==> config.mk <==
export PLATFORM = sky130hd
export DESIGN_NAME = ema_hysteresis_degeneracy_flag_core
export DESIGN_NICKNAME = d
export VERILOG_FILES = /design/src/sv/ehdf_pkg.sv /design/src/sv/ehdf_div.sv /design/src/sv/ema_hysteresis_degeneracy_flag_core.sv
export SDC_FILE = /design/constraint.sdc
export NUM_CORES = 1
export LEC_CHECK = 0
export ABC_AREA = 1
export BUFFER_PORTS_ARGS = -buffer_cell sky130_fd_sc_hd__buf_2
export CELL_PAD_IN_SITES_DETAIL_PLACEMENT = 1
export CELL_PAD_IN_SITES_GLOBAL_PLACEMENT = 1
export CORE_ASPECT_RATIO = 1.1
export CORE_MARGIN = 2
export CORE_UTILIZATION = 53
export CTS_BUF_LIST = sky130_fd_sc_hd__clkbuf_4
export CTS_CLUSTER_DIAMETER = 200
export DETAILED_ROUTE_END_ITERATION = 10
export PLACE_DENSITY_LB_ADDON = 0.1
export SLEW_MARGIN = 20
export SYNTH_ARGS = -nofsm -noshare
export SYNTH_HDL_FRONTEND = slang
export SYNTH_SLANG_ARGS = --single-unit
export TNS_END_PERCENT = 20
==> constraint.sdc <==
create_clock -name clk_i -period 8.8 [get_ports clk_i]
set_clock_uncertainty 0.15 [all_clocks]
set_input_delay 0.88 -clock clk_i [delete_from_list [all_inputs] [get_ports clk_i]]
set_output_delay 0.88 -clock clk_i [all_outputs]
set_load 0.005 [all_outputs]
==> src/sv/ehdf_pkg.sv <==
// Shared types and constants for the degeneracy flag core.
// Holds the register index codes, the sequencer state type and the Q1.16 widths.
// Has no dependencies of its own.
package ehdf_pkg;

  localparam int unsigned QW = 17;
  localparam int unsigned CW = 8;
  localparam int unsigned FW = 16;
  localparam int unsigned ADDR_W = 3;
  localparam int unsigned CNT_W = 5;
  localparam int unsigned DIV_STEPS = FW;
  localparam int unsigned MUL_STEPS = QW;

  localparam logic [QW-1:0] ONE_Q16 = QW'(1) << FW;
  localparam logic [CW-1:0] RUN_MAX = '1;

  typedef enum logic [ADDR_W-1:0] {
    REG_TRANS_THRESHOLD = 3'd0,
    REG_ROT_THRESHOLD   = 3'd1,
    REG_SMOOTHING_GAIN  = 3'd2,
    REG_ENTER_LEVEL     = 3'd3,
    REG_EXIT_LEVEL      = 3'd4,
    REG_ENTER_FRAMES    = 3'd5,
    REG_EXIT_FRAMES     = 3'd6
  } reg_idx_e;

  typedef enum logic [2:0] {
    ST_IDLE,
    ST_DIVIDE,
    ST_PREP,
    ST_MULT,
    ST_UPDATE
  } state_e;

endpackage

==> src/sv/ehdf_div.sv <==
// Bit-serial restoring divider that forms one minus ratio over threshold in Q1.16.
// Produces one quotient bit per step; depends on ehdf_pkg.
module ehdf_div (
  input  logic                    clk_i,
  input  logic                    start_i,
  input  logic                    step_i,
  input  logic [ehdf_pkg::QW-1:0] ratio_i,
  input  logic [ehdf_pkg::QW-1:0] thr_i,
  output logic [ehdf_pkg::QW-1:0] term_o
);
  import ehdf_pkg::*;

  logic [QW-1:0] div_q, div_d;
  logic [QW-1:0] rem_q, rem_d;
  logic [FW-1:0] quo_q, quo_d;
  logic          ovf_q, ovf_d;
  logic [QW:0]   trial;
  logic          fits;

  assign trial = {rem_q, 1'b0};
  assign fits  = trial >= {1'b0, div_q};

  always_comb begin
    div_d = div_q;
    rem_d = rem_q;
    quo_d = quo_q;
    ovf_d = ovf_q;
    if (start_i) begin
      div_d = (thr_i == '0) ? QW'(1) : thr_i;
      ovf_d = ratio_i >= ((thr_i == '0) ? QW'(1) : thr_i);
      rem_d = ratio_i;
      quo_d = '0;
    end else if (step_i) begin
      rem_d = fits ? QW'(trial - {1'b0, div_q}) : trial[QW-1:0];
      quo_d = {quo_q[FW-2:0], fits};
    end
  end

  always_ff @(posedge clk_i) begin
    div_q <= div_d;
    rem_q <= rem_d;
    quo_q <= quo_d;
    ovf_q <= ovf_d;
  end

  assign term_o = ovf_q ? '0 : QW'(ONE_Q16 - {1'b0, quo_q});

endmodule

==> src/sv/ema_hysteresis_degeneracy_flag_core.sv <==
// Top level of the degeneracy score smoother with hysteresis flag.
// Instantiates two ehdf_div dividers and uses ehdf_pkg.
//
// Input channel: trans_ratio_i and rot_ratio_i, Q1.16, qualified by in_valid_i;
// a transaction completes when in_valid_i is high and in_stall_o is low.
// Output channel: smoothed_score_o and degenerate_o under out_valid_o, taken
// when out_stall_i is low. Every input transaction yields one output transaction.
// Configuration: cfg_we_i writes cfg_wdata_i into the register at cfg_addr_i;
// writes must be made only while the core is idle; the core does not enforce it.
// Sequence: the accepting edge loads both dividers, then ST_DIVIDE runs the two
// parallel bit-serial divisions, ST_PREP picks the raw score, ST_MULT runs the
// bit-serial moving average multiply and ST_UPDATE commits. The next input is
// taken once the core is back in ST_IDLE after the commit, so no new item is
// accepted before the last one commits; the serial divider and multiplier set
// the pace. The first frame after reset skips the multiply.
// A new item is accepted while an earlier result still waits in the output
// register. If the receiver stalls, the commit step holds until the output
// register is free, and the input side stays stalled meanwhile.
// Reset loads the default register values, clears the score history, the
// flag and both run counters, and empties the output register.
module ema_hysteresis_degeneracy_flag_core (
  input  logic                        clk_i,
  input  logic                        rst_ni,
  input  logic                        in_valid_i,
  output logic                        in_stall_o,
  input  logic [ehdf_pkg::QW-1:0]     trans_ratio_i,
  input  logic [ehdf_pkg::QW-1:0]     rot_ratio_i,
  output logic                        out_valid_o,
  input  logic                        out_stall_i,
  output logic [ehdf_pkg::QW-1:0]     smoothed_score_o,
  output logic                        degenerate_o,
  input  logic                        cfg_we_i,
  input  logic [ehdf_pkg::ADDR_W-1:0] cfg_addr_i,
  input  logic [ehdf_pkg::QW-1:0]     cfg_wdata_i
);
  import ehdf_pkg::*;

  state_e state_q, state_d;
  logic [CNT_W-1:0] cnt_q, cnt_d;

  logic [QW-1:0] trans_thr_q, rot_thr_q, gain_q, enter_lvl_q, exit_lvl_q;
  logic [CW-1:0] enter_frm_q, exit_frm_q;

  logic          started_q, started_d;
  logic [QW-1:0] score_q, score_d;
  logic          flag_q, flag_d;
  logic [CW-1:0] enter_run_q, enter_run_d;
  logic [CW-1:0] exit_run_q, exit_run_d;

  logic [QW-1:0]        raw_q, raw_d;
  logic signed [QW:0]   diff_q, diff_d;
  logic signed [QW+2:0] acc_q, acc_d;
  logic [QW-1:0]        gsr_q, gsr_d;

  logic                 out_valid_q, out_valid_d;
  logic [QW-1:0]        out_score_q, out_score_d;
  logic                 out_flag_q, out_flag_d;

  logic                 div_start, div_step;
  logic [QW-1:0]        term_t, term_r, raw_pick, gain_sat, new_score;
  logic signed [QW+2:0] addend, acc_sum;
  logic [QW+2:0]        score_sum;
  logic [CW-1:0]        enter_inc, exit_inc;
  logic                 out_free, commit;

  ehdf_div u_div_trans (
    .clk_i   (clk_i),
    .start_i (div_start),
    .step_i  (div_step),
    .ratio_i (trans_ratio_i),
    .thr_i   (trans_thr_q),
    .term_o  (term_t)
  );

  ehdf_div u_div_rot (
    .clk_i   (clk_i),
    .start_i (div_start),
    .step_i  (div_step),
    .ratio_i (rot_ratio_i),
    .thr_i   (rot_thr_q),
    .term_o  (term_r)
  );

  assign in_stall_o = (state_q != ST_IDLE);
  assign div_start  = (state_q == ST_IDLE) && in_valid_i;
  assign div_step   = (state_q == ST_DIVIDE);
  assign out_free   = !out_valid_q || !out_stall_i;
  assign commit     = (state_q == ST_UPDATE) && out_free;

  assign raw_pick  = (term_t > term_r) ? term_t : term_r;
  assign gain_sat  = (gain_q > ONE_Q16) ? ONE_Q16 : gain_q;
  assign addend    = gsr_q[0] ? {{2{diff_q[QW]}}, diff_q} : '0;
  assign acc_sum   = acc_q + addend;
  assign score_sum = {3'b000, score_q} + acc_q;
  assign new_score = started_q ? score_sum[QW-1:0] : raw_q;
  assign enter_inc = (enter_run_q == RUN_MAX) ? RUN_MAX : CW'(enter_run_q + 1'b1);
  assign exit_inc  = (exit_run_q == RUN_MAX) ? RUN_MAX : CW'(exit_run_q + 1'b1);

  always_comb begin
    state_d = state_q;
    unique case (state_q)
      ST_IDLE: begin
        if (in_valid_i) state_d = ST_DIVIDE;
      end
      ST_DIVIDE: begin
        if (cnt_q == CNT_W'(DIV_STEPS - 1)) state_d = ST_PREP;
      end
      ST_PREP: begin
        state_d = started_q ? ST_MULT : ST_UPDATE;
      end
      ST_MULT: begin
        if (cnt_q == CNT_W'(MUL_STEPS - 1)) state_d = ST_UPDATE;
      end
      ST_UPDATE: begin
        if (out_free) state_d = ST_IDLE;
      end
      default: state_d = ST_IDLE;
    endcase
  end

  always_comb begin
    cnt_d       = cnt_q;
    raw_d       = raw_q;
    diff_d      = diff_q;
    acc_d       = acc_q;
    gsr_d       = gsr_q;
    started_d   = started_q;
    score_d     = score_q;
    flag_d      = flag_q;
    enter_run_d = enter_run_q;
    exit_run_d  = exit_run_q;
    out_valid_d = out_valid_q && out_stall_i;
    out_score_d = out_score_q;
    out_flag_d  = out_flag_q;
    unique case (state_q)
      ST_IDLE: begin
        cnt_d = '0;
      end
      ST_DIVIDE: begin
        cnt_d = (cnt_q == CNT_W'(DIV_STEPS - 1)) ? '0 : CNT_W'(cnt_q + 1'b1);
      end
      ST_PREP: begin
        raw_d  = raw_pick;
        diff_d = $signed({1'b0, raw_pick}) - $signed({1'b0, score_q});
        acc_d  = '0;
        gsr_d  = gain_sat;
        cnt_d  = '0;
      end
      ST_MULT: begin
        cnt_d = CNT_W'(cnt_q + 1'b1);
        gsr_d = gsr_q >> 1;
        acc_d = (cnt_q == CNT_W'(MUL_STEPS - 1)) ? acc_sum : (acc_sum >>> 1);
      end
      ST_UPDATE: begin
        if (out_free) begin
          started_d = 1'b1;
          score_d   = new_score;
          if (!flag_q) begin
            if (new_score > enter_lvl_q) begin
              if (enter_inc >= enter_frm_q) begin
                flag_d      = 1'b1;
                enter_run_d = '0;
              end else begin
                enter_run_d = enter_inc;
              end
            end else begin
              enter_run_d = '0;
            end
          end else begin
            if (new_score < exit_lvl_q) begin
              if (exit_inc >= exit_frm_q) begin
                flag_d     = 1'b0;
                exit_run_d = '0;
              end else begin
                exit_run_d = exit_inc;
              end
            end else begin
              exit_run_d = '0;
            end
          end
          out_valid_d = 1'b1;
          out_score_d = new_score;
          out_flag_d  = flag_d;
        end
      end
      default: begin
        cnt_d = '0;
      end
    endcase
  end

  always_ff @(posedge clk_i or negedge rst_ni) begin
    if (!rst_ni) begin
      state_q     <= ST_IDLE;
      cnt_q       <= '0;
      started_q   <= 1'b0;
      score_q     <= '0;
      flag_q      <= 1'b0;
      enter_run_q <= '0;
      exit_run_q  <= '0;
      out_valid_q <= 1'b0;
    end else begin
      state_q     <= state_d;
      cnt_q       <= cnt_d;
      started_q   <= started_d;
      score_q     <= score_d;
      flag_q      <= flag_d;
      enter_run_q <= enter_run_d;
      exit_run_q  <= exit_run_d;
      out_valid_q <= out_valid_d;
    end
  end

  always_ff @(posedge clk_i) begin
    raw_q       <= raw_d;
    diff_q      <= diff_d;
    acc_q       <= acc_d;
    gsr_q       <= gsr_d;
    out_score_q <= out_score_d;
    out_flag_q  <= out_flag_d;
  end

  always_ff @(posedge clk_i or negedge rst_ni) begin
    if (!rst_ni) begin
      trans_thr_q <= QW'(1311);
      rot_thr_q   <= QW'(1311);
      gain_q      <= QW'(32768);
      enter_lvl_q <= QW'(26214);
      exit_lvl_q  <= QW'(13107);
      enter_frm_q <= CW'(3);
      exit_frm_q  <= CW'(5);
    end else if (cfg_we_i) begin
      unique case (cfg_addr_i)
        REG_TRANS_THRESHOLD: trans_thr_q <= cfg_wdata_i;
        REG_ROT_THRESHOLD:   rot_thr_q   <= cfg_wdata_i;
        REG_SMOOTHING_GAIN:  gain_q      <= cfg_wdata_i;
        REG_ENTER_LEVEL:     enter_lvl_q <= cfg_wdata_i;
        REG_EXIT_LEVEL:      exit_lvl_q  <= cfg_wdata_i;
        REG_ENTER_FRAMES:    enter_frm_q <= cfg_wdata_i[CW-1:0];
        REG_EXIT_FRAMES:     exit_frm_q  <= cfg_wdata_i[CW-1:0];
        default: ;
      endcase
    end
  end

  assign out_valid_o      = out_valid_q;
  assign smoothed_score_o = out_score_q;
  assign degenerate_o     = out_flag_q;

  a_out_from_commit: assert property (@(posedge clk_i) disable iff (!rst_ni)
    $rose(out_valid_o) |-> $past(state_q == ST_UPDATE))
    else $error("Output became valid without a commit step.");

  a_flag_clears_runs: assert property (@(posedge clk_i) disable iff (!rst_ni)
    !$stable(flag_q) |-> (enter_run_q == '0 && exit_run_q == '0))
    else $error("Run counters not cleared when the flag changed.");

  a_mult_count: assert property (@(posedge clk_i) disable iff (!rst_ni)
    (state_q == ST_MULT) |-> (cnt_q < CNT_W'(MUL_STEPS)))
    else $error("Multiply step counter out of range.");

  a_flag_matches_output: assert property (@(posedge clk_i) disable iff (!rst_ni)
    commit |=> (degenerate_o == flag_q && smoothed_score_o == score_q))
    else $error("Committed result differs from the updated state.");

endmodule

==> run summary, run 1 <==
Final WL: 69800 um
Vias in the first global route: 22300
WL per Instance: 18.9 um
Row cnt: 79
Top Family by Delay on Critical Path: simple AND/OR/NAND/NOR gates
Hold depth: 3
Total clock sinks: 337
Minimum clock period: 5770 ps
Commonest non-fill, non-tap cell in the layout: nand2_1
Worst r2r dst: diff_q[10]
H-tree depth: 3
EDFF count, synth: 160
Hold Crit Class: in2reg
IO Count: 79
Fin. max-slew vios: 0
Via count: 20500
Max-slew headroom: 28.5%
Nets: 3297
Post-synth cell types: 54
Final WS setup: 3030 ps
Full die area: 44400 sq um
Worst path bufs/invs: 3
Startpoint types: register
Final setup TNS: 0 ps
Worst-path clk slew: 70 ps
#FFs+latches synth: 337
CP peak stage delay: 680 ps
Placer congestion estimate: 0.939
Post-synth top area cell: edfxtp_1
Antenna violations before repair: 1
Final Cell Area: 24700 sq um
Ys Warns: 0
Mapped Cells: 2947
Largest net degree at the start of global routing: 77
Total CTS buffers: 90
Min-Delay Endpoint: out_valid_o
Final setup viols: 0
Status: completed
Placed Area: 23400 sq um
TritonCTS clock tree: built
Post-CTS setup buffers: 0
Most flop-heavy register: acc_q
Slowest cell on crit path: o211ai_2
Crit end category: register
Worst-skew pair later-pin latency: 840 ps
Most frequent cells in the layout: nand2_1, inv_1, nand3_1
Worst EP arrival: 6180 ps
Routed Antenna Nets: 0
Chip Height: 221 um
Synthesized cell area: 22700 sq um
CP required: 9210 ps
Die Wd: 201 um
Dpl ws: 3180 ps
Total gr overflow: 0
Drt pass-1 iters: 5
Max_cap viols: 0
Via-to-Cell Ratio: 5.56
Dominant synthesized flop cell: edfxtp_1
Port Buffers: 78
Core footprint: 42300 sq um
Largest regs: acc_q (20), diff_q (18)
Layout cells sized above 1: 11.8%
Max reg flops: 20
Crit path kind: reg2reg
Final worst path period share: 65.6%
Net Count, Synth: 3205
Top-area cell type share of the netlist area: 21.2%
Clock Tree Root: clkbuf_4
Area growth syn-to-layout: 8.82%
Hold Startpoint: out_stall_i
Worst r2r path cells: 27
Residual DRC: 0
Ys async rst share: 43.0%
GRT Util Overall: 31.6%
FF-to-FF Start: u_div_rot.quo_q[0]
Final-report hold violation count: 0
R2R setup slack: 3030 ps
Slew @ Worst Pin: 1070 ps
Post-Syn Area per Cell: 7.69 sq um
CTS max path bufs: 3
First-pass GRT wire length: 113000 um
Synth top area cells: edfxtp_1, nand2_1, dfrtp_1
DP Wirelength: 53500 um
Drt initial violations: 1015
Seq/Total Area, Yosys: 40.2%
Fmax: 173 MHz
Post-cts sizing count: 0
RSZ-0062 raised after global routing: false
CP max FO: 21
Initial Util: 53.6%
[per-stage QoR]
step | utilization, % | instances | hold WS (ps)
detailed placement | 55.4 | 3513 | 316
CTS | 58.3 | 3684 | 136
global route | 58.3 | 3685 | 187
global placement | 55.4 | 3513 | 311
floorplan | - | 2947 | 303
finish | 58.3 | 3685 | 207
[worst max-delay path by stage]
stage / cells past startpoint / endpoint / startpoint
after floorplan: 28 / diff_q[10] / u_div_rot.quo_q[0]
after global placement: 27 / diff_q[10] / u_div_rot.quo_q[0]
after detailed placement: 27 / diff_q[15] / u_div_rot.quo_q[0]
after CTS: 27 / diff_q[15] / u_div_rot.quo_q[0]
after global routing: 27 / diff_q[10] / u_div_rot.quo_q[0]
final: 27 / diff_q[10] / u_div_rot.quo_q[0]
[cell families (layout without fill, tap and decap cells)]
kind of cell | Yosys count | count (layout) | share of synthesized area [%]
DFF | 337 | 337 | 40.2
and+or+nand+nor | 1393 | 1393 | 27.2
AOI/OAI and AO/OA | 413 | 413 | 9.96
buffers and inverters | 557 | 727 | 9.64
other | 0 | 1 | 0
xor gates and xnor gates | 48 | 48 | 1.85
adders and majority gates | 199 | 199 | 11.2
[Yosys cell counts, types with 26 or more instances]
cell and instances:
nand2_1 803, inv_1 458, nand3_1 228, ha_1 194, o21ai_0 192, nor2_1 164
edfxtp_1 160, a21oi_1 125, dfrtp_1 110, clkbuf_1 64, nand4_1 45, o22ai_1 41
dfstp_2 35, nor3_1 33, dfxtp_1 32, nand2_2 30, xnor2_1 26
[layout make-up]
type	instances	area, sq um
sequential	337	9120
fill	5438	17600
clock buffer	123	923
multi-input combinational	2053	11400
timing repair buffer	90	489
clock inverter	47	294
tap	567	709
antenna	1	2.50
inverter	467	1750
[what timing repair did]
action	in CTS	in global routing
endpoints found under the setup margin	0	0
hold buffers	1	0
hold endpoints to repair	57	0
[worst register-to-register path: stages, from the launching register on]
cell and delay (ps):
dfxtp_1 300, inv_1 140, ha_1 240, nand3_1 120, nor2_1 200, nand2_1 130
inv_1 100, nand3_1 100, nor3_1 170, nand3_1 120, ha_1 320, nand2_1 60
inv_1 60, nand3_1 80, nor2_1 140, nand2_1 80, o211ai_2 680, nand2_2 400
nand2_1 170, nand2_1 70, ha_1 230, fa_1 420, o21ai_1 330, a21boi_0 220
o21ai_1 230, nand3_1 120, nand3_1 90, nand2_1 50
[layer usage]
layer,global-route usage [%],share of wire (%)
met5,0,0
met4,17.4,5.1
met3,3.53,3.0
met2,57.6,51
met1,36.1,41
Power of run 1 is not shown: default switching activity piles up to over one toggle a cycle in this logic, so the estimate is an artifact.
==> inputs of run 2 (changes only) <==
CORE_UTILIZATION = 49   (was 53)
clock period = 5.42 ns   (was 8.8 ns; I/O delays follow)
==> run 2 against run 1 <==
Effect of this change:
- clock-buffer cell count is 21 higher
- highest routed layer unchanged
- critical endpoint unchanged
- sequential cell count unchanged
- register-to-register slack worse by 2700 ps
==> run summary, run 2 (synthesized netlist as in run 1, its figures left out) <==
Largest regs: acc_q (20), diff_q (18)
Worst-skew pair later-pin latency: 850 ps
Final worst path period share: 93.3%
Slowest cell on crit path: fa_1
CP Depth: 28
Drt initial violations: 953
TritonCTS clock tree: built
Crit path launch: u_div_trans.quo_q[0]
First-pass GRT wire length: 113000 um
Row cnt: 82
Antenna violations before repair: 1
CTS max path bufs: 3
Hold Crit Class: in2reg
Placer congestion estimate: 0.948
Commonest non-fill, non-tap cell in the layout: nand2_1
Port Buffers: 78
Crit end category: register
Clock Tree Root: clkbuf_4
Fmax: 198 MHz
Final setup TNS: 0 ps
Total CTS buffers: 95
Worst EP arrival: 5520 ps
Hold Startpoint: cfg_wdata_i[3]
Total clock sinks: 337
Max-slew headroom: 30.7%
Worst r2r path cells: 28
Via count: 20400
Final setup viols: 0
IO Count: 79
Minimum clock period: 5050 ps
CP max FO: 9
Final WL: 70700 um
Largest net degree at the start of global routing: 69
Met3 usage in global routing: 3.92%
Status: completed
Slew @ Worst Pin: 1040 ps
Drt pass-1 iters: 7
GRT Util Overall: 29.8%
Fin. max-slew vios: 0
Full die area: 48000 sq um
GRT met1 Usage: 33.5%
Top Family by Delay on Critical Path: simple AND/OR/NAND/NOR gates
Sequential Area: 9120 sq um
Post-CTS setup buffers: 0
Dpl ws: 289 ps
CP required: 5880 ps
R2R setup slack: 370 ps
Initial Util: 49.6%
Layout cells sized above 1: 12.0%
Most frequent cells in the layout: nand2_1, inv_1, nand3_1
Worst-path clk slew: 70 ps
Met2 usage: 55.1%
Total gr overflow: 0
FF-to-FF Start: u_div_trans.quo_q[0]
Multi-input logic area: 11400 sq um
Residual DRC: 0
Core footprint: 45700 sq um
Fill cells: 5826
RSZ-0062 raised after global routing: false
Final-report hold violation count: 0
WL per Instance: 18.8 um
Final Core Density: 55.3%
DP Wirelength: 53500 um
Via-to-Cell Ratio: 5.45
Area growth syn-to-layout: 11.3%
Max reg flops: 20
Final WS setup: 366 ps
Most flop-heavy register: acc_q
Nets: 3349
GRT busiest layer: met2
Startpoint types: register
CP peak stage delay: 450 ps
Max_cap viols: 0
Vias in the first global route: 22200
Die Wd: 209 um
Worst path bufs/invs: 5
Chip Height: 230 um
Routed Antenna Nets: 0
Hold depth: 3
H-tree depth: 3
Crit path kind: reg2reg
## run 2: cell count changes in the layout (fill, tap and decap cells not counted), moves of 2 or more
cell / previous run / this run
bufinv_16: 3 / 1
clkbuf_4: 123 / 144
clkinv_1: 26 / 18
clkinv_2: 13 / 4
clkinv_4: 2 / 0
dlygate4sd3_1: 1 / 46
## run 2: area by class of cell
class	count	share of cell area [%]
multi-input combinational	2053	45.2
inverter	467	6.95
clock inverter	28	0.610
antenna	1	0.00992
clock buffer	144	4.29
timing repair buffer	137	3.86
tap	588	2.92
sequential	337	36.1
## run 2: metal layers
layer	vias up	part of all wire, %
li1	9985	-
met1	9899	41
met2	383	52
met3	181	3.1
met4	0	4.6
met5	-	0
## run 2: tightest hold or removal path: cells and delay by family
kind                   cells  cell delay, ps
buffers and inverters      2             230
AO/OA/AOI/OAI              1             190
## run 2: metrics by stage
stage	hold slack, ps	std cells	cell area [sq um]
after floorplan	96.4	2947	22700
final	52.3	3755	25200
after CTS	3.47	3753	25200
after global routing	46.9	3755	25200
after global placement	310	3535	23500
after detailed placement	316	3535	23500
## run 2: worst paths after layout
| check | end |
|---|---|
| worst max register to register | diff_q[10] |
| min in group asynchronous | cnt_q[0] |
| worst min register to register | u_div_trans.div_q[6] |
| worst min-delay path | exit_lvl_q[3] |
| max in group asynchronous | rot_thr_q[14] |
| worst max-delay path | diff_q[10] |
## run 2: repair_timing
action / CTS / global route
endpoints found under the setup margin: 0 / 8
endpoints found under the hold margin: 124 / 0
hold buffers: 46 / 0
resized for setup: 0 / 5
Power of run 2 is left out for the same reason.
